===== src/cale_pkg.sv =====
`default_nettype none
package cale_pkg;

  // Stored word
  typedef logic [31:0] word_t;

  // Command codes
  typedef enum logic [3:0] {
    CMD_CLEAR  = 4'd0,
    CMD_INSERT = 4'd1,
    CMD_APPEND = 4'd2,
    CMD_ERASE  = 4'd3,
    CMD_START  = 4'd4,
    CMD_END    = 4'd5,
    CMD_PREV   = 4'd6,
    CMD_NEXT   = 4'd7,
    CMD_MOVE   = 4'd8,
    CMD_READ   = 4'd9
  } cmd_t;

  // Per-cell update control
  typedef struct packed {
    logic up;    // take the word of the left neighbour
    logic dn;    // take the word of the right neighbour
    logic load;  // take the new word
    logic sel;   // cell sits under the cursor
  } cell_ctl_t;

endpackage
`default_nettype wire


===== src/cale_cell.sv =====
`default_nettype none
module cale_cell
  import cale_pkg::*;
(
  input  wire logic      clk,
  input  wire cell_ctl_t ctl,
  input  wire word_t     left_word,
  input  wire word_t     right_word,
  input  wire word_t     load_word,
  output word_t          word,
  output word_t          tap
);

  word_t word_r;

  // one list entry; shifts with its neighbours
  always_ff @(posedge clk) begin
    if (ctl.load) begin
      word_r <= load_word;
    end else if (ctl.up) begin
      word_r <= left_word;
    end else if (ctl.dn) begin
      word_r <= right_word;
    end
  end

  assign word = word_r;
  // contributes to the cursor read only when selected
  assign tap  = ctl.sel ? word_r : '0;

endmodule
`default_nettype wire


===== config.mk =====
export PLATFORM = sky130hd
export DESIGN_NAME = cale_cell
export DESIGN_NICKNAME = d
export VERILOG_FILES = /design/src/cale_pkg.sv /design/src/cale_cell.sv
export SDC_FILE = /design/constraint.sdc
export NUM_CORES = 1
export LEC_CHECK = 0
export BUFFER_PORTS_ARGS = -buffer_cell sky130_fd_sc_hd__buf_2
export CORE_AREA = 2 2 90 92
export CTS_BUF_LIST = sky130_fd_sc_hd__clkbuf_4 sky130_fd_sc_hd__clkbuf_8
export DETAILED_ROUTE_END_ITERATION = 10
export DIE_AREA = 0 0 92 94
export HOLD_SLACK_MARGIN = 0.06
export SLEW_MARGIN = 25
export SYNTH_ARGS = -nofsm -noshare
export SYNTH_HDL_FRONTEND = slang
export SYNTH_SLANG_ARGS = --single-unit

===== constraint.sdc =====
create_clock -name clk -period 5.05 [get_ports clk]
set_clock_uncertainty 0.2 [all_clocks]
set_input_delay 0.7575 -clock clk [delete_from_list [all_inputs] [get_ports clk]]
set_output_delay 0.7575 -clock clk [all_outputs]
set_load 0.01 [all_outputs]

Yosys cells after proc, flatten, opt, wreduce, memory -nomap -nowiden
Cells that the tools add are included.
Cells by class
  multiplexer cells: 4
  reductions and logical operators: 1
Operators by type and width (number)
  $mux 32: 4
  $reduce_bool 3->1: 1
Storage, ports and cells
  flip-flop bits (word level): 32
  word-level logic and storage cells: 6

Depth between registers and ports, before layout
  word-level depth: 3
  depth in mapped cells: 4

Least setup slack after synthesis
No wires, ideal clock.
  path type: in2reg
  start: in ctl[3] (netlist name)
  end: reg word_r[0] (netlist: word[0]) (enable)
  setup slack: 2.783 ns
  stages: 2
  setup time: 0.414 ns
  arrival: 1.653 ns
  required time: 4.436 ns
  buffers on the path: 1
  cells stage by stage: buf_6 -> or3_1
Between the ends
  cells in the longest elaborated chain, start to end: 1
RTL lines
  start, declared: RTL line cale_cell.sv:6  | input wire cell_ctl_t ctl,
  $reduce_bool 3->1 (no source line)
  end signal, assigned: RTL line cale_cell.sv:19  | word_r <= load_word;
  end signal, assigned: RTL line cale_cell.sv:21  | word_r <= left_word;
  end signal, assigned: RTL line cale_cell.sv:23  | word_r <= right_word;
  end, declared: RTL line cale_cell.sv:14  | word_t word_r;
Every way passes these cells.
A chain may end at the register's enable or synchronous reset.

Worst setup path in the final report
  start: in ctl[0] (netlist name)
  end: out tap[30]
Between the ends
  cells in the longest elaborated chain, start to end: 1
RTL lines
  $mux 32: RTL line cale_cell.sv:29  | assign tap = ctl.sel ? word_r : '0;
  end, declared: RTL line cale_cell.sv:11  | output word_t tap
Every way passes these cells.

==> summary.md <==
| Metric | Value |
|---|---|
| Status | finished, final reports clean |
| CTS H-tree depth | 2 |
| Crit path max fanout | 32 |
| Top Ports | 165 |
| DRT Wirelength | 5110 um |
| RSZ-0062 raised after global routing | false |
| FF+latch count, synth | 32 |
| CP endpoint kind | output pin |
| Hold_sp | load_word[30] |
| FFs w/ async S/R, synth | 0% |
| Leading cell types by count after synthesis | and2_1, edfxtp_1, mux2i_1, nand2_1, o21ai_1 |
| Period utilisation layout | 47.4% |
| Antenna Cells | 0 |
| Fin crit period | 2.39 ns |
| Largest net degree at the start of global routing | 66 |
| Placer Congestion | 0.758 |
| Drt wl/cell | 11.7 um |
| Kind of critical path | in2out |
| MaxCap Viol Count | 0 |
| Post-synth EDFFs | 32 |
| Hold Fails Final Rpt | 0 |
| CP Data Required Time | 4.09 ns |
| DR pass1 iterations | 4 |
| GRT Residual Overflow | 0 |
| Cell Pwr Density | 255 nW/um^2 |
| DRT iter0 DRCs | 42 |
| # clock sinks | 32 |
| Synth-to-layout area growth | 49.3% |
| # Post-CTS Setup Buffers | 0 |
| Root buffer cell | clkbuf_8 |
| Power Internal | 0.000526 W |
| DRC viols | 0 |
| Post-layout util | 37.0% |
| Chip width | 92 um |
| Register clock-pin slew on the reported worst setup and hold paths | 0.06 ns |
| Hold-fix buffers, CTS | 0 |
| Initial antenna violation count | 0 |
| Area of the multi-input gates | 807 um^2 |
| Top FF cell, synth | edfxtp_1 |
| CTS Buf Count | 5 |
| Final ANT Viol Nets | 0 |
| Die Y | 94 um |
| Syn nets | 276 |
| Area share of the largest cell type after synthesis | 51.0% |
| Vias | 1797 |
| Max VDD drop | 0.106 mV |
| Cell variety after synth | 11 |
| Hold Path Class | in2reg |
| Global-route wire length before repair | 7730 um |
| Clock share of power | 27.0% |
| Post-synthesis average cell area | 10.8 um^2 |
| Fin Hold WS | 0.560 ns |
| Seq/Total Area, Yosys | 51.0% |
| Area of the core | 7610 um^2 |
| Layout Nets | 434 |
| CP startpoint | ctl[0] |
| Slew Limit Fails | 0 |
| Post-Syn Area | 1880 um^2 |
| Sequential cell fraction of total power | 47.7% |
| Row Count | 32 |
| Vias in the first global route | 1680 |
| Sequential Area | 961 um^2 |
| Fin area | 2810 um^2 |
| Max FFs per register | 32 |
| DR vias/cell | 4.12 |
| Placed cells | 428 |
| Combinational share of power | 25.3% |
| Final setup vio count | 0 |
| Die area | 8650 um^2 |
| Synth area leader | edfxtp_1 |
| GRT Total Usage | 11.4% |
| Clock tree buffer depth | 2 |
| Final Non-Filler Cells | 436 |
| Slew headroom | 36.0% |
| Initial Util | 24.8% |
| CTS tree | built |
| Post-cts repair resize count | 0 |
| CP Launch Type | primary input |
| Fill cells | 809 |
| Layout cells sized above 1 | 51.5% |
| Yosys warnings | 0 |
| Area contributors post-synth | edfxtp_1, mux2i_1, and2_1 |
| Post-DP HPWL | 3990 um |
| IO Port Bufs | 164 |
| Setup TNS | 0 ns |
| Tightest Pin Transition | 0.959 ns |
| Pleak | 1.46 nW |
| Switch share | 26.7% |
| Fmax | 418 MHz |
| Sw Pwr | 0.000192 W |
| Cells after Synth | 175 |
| Data arrival, critical path | 1.44 ns |
| Placement Cell Area | 2720 um^2 |
## layout by cell type (no fill, tap or decap)
cell / count
clkbuf_4: 2
buf_2: 163
clkinv_1: 1
and2_1: 32
edfxtp_1: 32
nand2_1: 32
o21ai_0: 2
clkbuf_8: 5
mux2i_1: 32
o21ai_1: 30
or3_1: 1
buf_4: 2
## path summary, 6_finish.rpt
check	end	slack, ns	cells after the start
setup / recovery	tap[30]	2.66	3
hold / removal	word[30]$_DFFE_PP_	0.56	3
## power by group through the flow
stage          Combinational (W)  Clock (W)  Sequential, W
2_1_floorplan          0.0000794          0       0.000362
3_3_place_gp            0.000182          0       0.000348
3_5_place_dp            0.000185          0       0.000348
4_1_cts                 0.000185   0.000202       0.000343
5_1_grt                 0.000201   0.000217       0.000347
6_report                0.000182   0.000194       0.000343
## critical path: stages
cell	delay, ns
buf_2	0.35
and2_1	0.19
buf_2	0.12
## metal layers
layer | global-route usage (%) | part of all wire [%]
met2 | 20.6 | 50
met4 | 3.36 | 1.1
met5 | 0 | 0
met3 | 3.29 | 7.7
met1 | 13.1 | 41
## stage by stage
| step | power (W) | worst slack, ns |
|---|---|---|
| after detailed placement | 0.000534 | 2.35 |
| final | 0.000718 | 2.66 |
| after global routing | 0.000765 | 2.53 |
| after global placement | 0.000530 | 2.40 |
| after CTS | 0.000730 | 2.61 |
| after floorplan | 0.000442 | 2.78 |
## logic make-up after synthesis
family	after synthesis	share of synthesized area (%)
multiplexers	32	17.0
AND/OR/NAND/NOR	65	17.3
flip-flops	32	51.0
AO/OA/AOI/OAI	32	8.50
buffers and inverters	14	6.18
## final cells by class
type	instances	share of cell area, %
Sequential cell	32	34.1
Timing Repair Buffer	165	29.5
Multi-Input combinational cell	129	28.7
Tap cell	102	4.54
Clock buffer	7	2.98
Clock inverter	1	0.133
Power figures use the tool's default switching activity.
