File: src/cale_pkg.sv
`default_nettype none
package cale_pkg;

  // Stored word
  typedef logic [31:0] word_t;

  // Command codes
  typedef enum logic [3:0] {
    CMD_CLEAR  = 4'd0,
    CMD_INSERT = 4'd1,
    CMD_APPEND = 4'd2,
    CMD_ERASE  = 4'd3,
    CMD_START  = 4'd4,
    CMD_END    = 4'd5,
    CMD_PREV   = 4'd6,
    CMD_NEXT   = 4'd7,
    CMD_MOVE   = 4'd8,
    CMD_READ   = 4'd9
  } cmd_t;

  // Per-cell update control
  typedef struct packed {
    logic up;    // take the word of the left neighbour
    logic dn;    // take the word of the right neighbour
    logic load;  // take the new word
    logic sel;   // cell sits under the cursor
  } cell_ctl_t;

endpackage
`default_nettype wire

File: src/cale_group.sv
`default_nettype none
module cale_group
  import cale_pkg::*;
#(
  parameter int GROUP = 32
) (
  input  wire logic              clk,
  input  wire word_t [GROUP-1:0] taps,
  output word_t                  grp_r
);

  word_t grp_nxt;

  // at most one tap is non-zero, so an OR picks it
  always_comb begin
    grp_nxt = '0;
    for (int k = 0; k < GROUP; k++) begin
      grp_nxt = grp_nxt | taps[k];
    end
  end

  always_ff @(posedge clk) begin
    grp_r <= grp_nxt;
  end

endmodule
`default_nettype wire
File: config.mk
export PLATFORM = sky130hd
export DESIGN_NAME = cale_group
export DESIGN_NICKNAME = d
export VERILOG_FILES = /design/src/cale_pkg.sv /design/src/cale_group.sv
export SDC_FILE = /design/constraint.sdc
export NUM_CORES = 1
export LEC_CHECK = 0
export ABC_AREA = 1
export BUFFER_PORTS_ARGS = -buffer_cell sky130_fd_sc_hd__buf_2
export CAP_MARGIN = 40
export CORE_AREA = 2 2 407 409
export CTS_BUF_LIST = sky130_fd_sc_hd__clkbuf_8
export CTS_CLUSTER_DIAMETER = 80
export DETAILED_ROUTE_END_ITERATION = 6
export DIE_AREA = 0 0 409 411
export PLACE_DENSITY = 0.3
export SLEW_MARGIN = 20
export SYNTH_ARGS = -nofsm -noshare
export SYNTH_HDL_FRONTEND = slang
export SYNTH_SLANG_ARGS = --single-unit
File: constraint.sdc
create_clock -name clk -period 0.8 [get_ports clk]
set_clock_uncertainty 0.05 [all_clocks]
set_input_delay 0.04 -clock clk [delete_from_list [all_inputs] [get_ports clk]]
set_output_delay 0.04 -clock clk [all_outputs]
set_load 0.005 [all_outputs]
After elaboration in Yosys (flattened, before gate mapping)
Cells that the tools add are included.
{"block": "word_totals", "regBits": 32, "latchBits": 0, "memories": 0, "romBits": 0, "in_bits": 1025, "out_inout_bits": 32, "ramBits": 0, "wordCells": 32}
{"block": "classes", "n_addsub": 0, "n_div": 0, "magnitude_cmp": 0, "multipliers": 0, "muxes": 0, "bitwise_logic": 31, "shifts": 0, "eq_ne": 0, "reduce_logical": 0}
{"cell": "$or 32x32->32", "n": 31}

Longest topological paths before layout
{"block": "logic_depth", "depth_word": 31, "ltp_mapped": 6, "mapped_depth_nobuf": 6}

Least setup slack after synthesis
OpenSTA, ideal clock, no wires.
{"block": "synth_timing", "path_type": "in2reg", "from": "input port taps[64] in the netlist's numbering", "to": "register grp_r[0]", "required_time_ns": 0.636, "arrival_time_ns": 0.388, "path_slack_ns": 0.247, "cell_stages": 5, "n_path_buf": 0, "setup_time_ns": 0.114, "path_cell_list": "nor2_1 -> and2_1 -> nand2_1 -> nor2_1 -> nand2_1"}
{"block": "synth_via", "elab_chain_cells": 30}
{"item": "start, declared", "line": "cale_group.sv:8", "text": "input wire word_t [GROUP-1:0] taps,"}
{"item": "$or 32x32->32 (30 in series)", "line": "cale_group.sv:18", "text": "grp_nxt = grp_nxt | taps[k];"}
{"item": "net grp_nxt[0]", "line": "cale_group.sv:12", "text": "word_t grp_nxt;"}
{"item": "end signal, assigned", "line": "cale_group.sv:23", "text": "grp_r <= grp_nxt;"}
{"item": "end, declared", "line": "cale_group.sv:9", "text": "output word_t grp_r"}
The timed path passes the listed nets, and every way through them passes these cells.

Worst setup path after layout
{"block": "layout_timing", "from": "register grp_r[15]", "to": "output port grp_r[15]"}
No word-level cell between the ends.

==> qor.txt <==
Dpl cells: 4770
Biggest regs: grp_r (32)
Total global routing overflow: 0
DR WL/cell: 14.45 microns
Mapped Cells: 1472
Clock buffer depth: 2
Placeable Area: 163900 sq um
Initial antenna violation count: 44
Mapped Nets: 2497
Layout cells sized above 1: 0.4170
FP Rows: 149
Most flops, register: grp_r
Crit Path Class: flip-flop to output pin
Yosys warnings: 0
Tightest Pin Transition: 533.7 ps
CP Launch Type: flip-flop
Buffers & Inverters on Critical Path: 1
Failing checks: negative hold slack, negative setup slack
CP max-delay cell: dfxtp_4
Tmin final: 1062 ps
Drt drc: 0
Status: finished with violations
Flip-flop count of the largest register after layout: 32
CTS Buf Count: 5
Relative slew slack: 0.6429
Synth cell types: 7
Cell Area, Synth: 6366 sq um
Largest net degree at the start of global routing: 12
TritonCTS clock tree: done
Area delta synth->final: 171.8%
Port Buffer Count: 1056
Layout Nets: 3748
Starting Density: 0.03885
Max stage delay on crit path: 420 ps
Die area: 168100 sq um
RSZ-0062 raised after global routing: true
Fmax: 941.3 MHz
Clock transition at the registers of the reported paths: 170 ps
I/O pin total: 1057
Layout Cells excl Fill: 4925
CTS root buf: clkbuf_8
Worst EP required: 710 ps
Seq/Total Area, Yosys: 0.1006
Vias in the first global route: 12836
DR iter-0 viols: 585
Period utilization: 1.328
Max cap viols: 0
Peak supply drop: 707.0 uV
Via count: 12468
DR vias/cell: 2.532
Worst EP arrival: 970 ps
Worst Hold Class: primary input to flip-flop
DRT Pass-1 Iters: 5
Fill count: 19538
CP Capture Type: output pin
DP Wirelength: 65790 microns
CTS H-tree depth: 2
Routability cong.: 0.8701
Crit path cell chain: buf_6
Height of the die: 411 microns
WHS: -101.9 ps
Total GRT Usage: 0.07995
CP top delay family: flip-flops
Final Util: 0.1056
Yosys reg bits: 32
Final wirelength: 71160 microns
PnR worst setup slack: -262.3 ps
Pleak: 9.955 nW
Critical-path maximum fanout: 1
Final Slew Violations: 0
Post-route ant nets: 0
First-pass GRT wire length: 92030 microns
Syn_area_per_cell: 4.325 sq um
Sinks on Clock Net: 32
Final setup fails: 44
Setup bufs post-CTS: 0
Endpoints failing hold: 25
P per Cell Area: 524.8 nW/um^2
Die width: 409 microns
[power breakdown]
part	internal (W)	total (W)	switching, W
sequential	0.00158	0.00158	0.000000000000860
clock	0.000710	0.00224	0.00153
combinational	0.00306	0.00526	0.00220
total	0.00534	0.00908	0.00373
[cells in the mapped netlist (all sizes together)]
cell type  number  share of area
and2           64          0.063
dfxtp          32           0.10
inv           512           0.30
nand2         384           0.23
nand4          32          0.031
nor2          448           0.28
[layout make-up]
| type | instances | area [sq um] | share of cell area |
|---|---|---|---|
| Antenna cell | 12 | 30.03 | 0.001736 |
| Clock buffer | 6 | 82.58 | 0.004773 |
| Clock inverter | 2 | 15.01 | 0.0008679 |
| Inverter | 512 | 1922 | 0.1111 |
| Multi-Input combinational cell | 928 | 3989 | 0.2306 |
| Sequential cell | 32 | 679.4 | 0.03927 |
| Tap cell | 2189 | 2739 | 0.1583 |
| Timing Repair Buffer | 1244 | 7844 | 0.4534 |
[layout by cell type, fill, tap and decap left out, types with 3 or more instances in the layout]
cell            netlist  final
and2_1               64     62
buf_12                0      3
buf_2                 0    934
buf_4                 0     46
buf_6                 0     19
clkbuf_8              0      6
dfxtp_1              32     11
dfxtp_2               0     16
dfxtp_4               0      5
diode_2               0     12
dlygate4sd3_1         0    192
dlymetal6s4s_1        0     49
inv_1               512    500
inv_2                 0     12
nand2_1             384    378
nand2_2               0      5
nand4_1              32     32
nor2_1              416    364
nor2_2               32     78
nor2_4                0      6
[repair_timing]
| action | in CTS | in global routing |
|---|---|---|
| hold buffers | 238 | 3 |
| endpoints found under the hold margin | 30 | 27 |
| pin swaps | 0 | 156 |
| resized for setup | 45 | 136 |
| setup endpoints to repair | 34 | 55 |
[layer usage]
metal	track usage	share of wire
met1	0.09734	0.41
met3	0.02382	0.085
met5	0	0.0024
met4	0.02112	0.022
met2	0.1360	0.48
[metrics by stage]
stage / power [W] / TNS [ps] / hold slack (ps) / setup WS (ps) / area (sq um)
CTS: 0.009608 / -8559 / -162.6 / -371.1 / 17410
detailed placement: 0.006032 / -7415 / 280.6 / -535.1 / 14880
floorplan: 0.002798 / 0 / 162.4 / 247.2 / 6366
global placement: 0.006023 / -7709 / 284.9 / -609.1 / 14880
global route: 0.01005 / -8075 / -127.6 / -358.0 / 17290
finish: 0.009079 / -5547 / -101.9 / -262.3 / 17300
[path summary, 6_finish.rpt]
| check | cells after the start | slack [ps] | end | startpoint |
|---|---|---|---|---|
| setup / recovery | 1 | -260 | grp_r[15] | grp_r[15] |
| hold / removal | 5 | -100 | grp_r[13] | taps[429] |
[cells by family (layout without fill, tap and decap cells)]
logic type,Yosys count,after routing,synth area share
and+or+nand+nor,928,928,0.5975
DFF,32,32,0.1006
other,0,12,0
buffers and inverters,512,1764,0.3019
(Power assumes the default switching activity.)
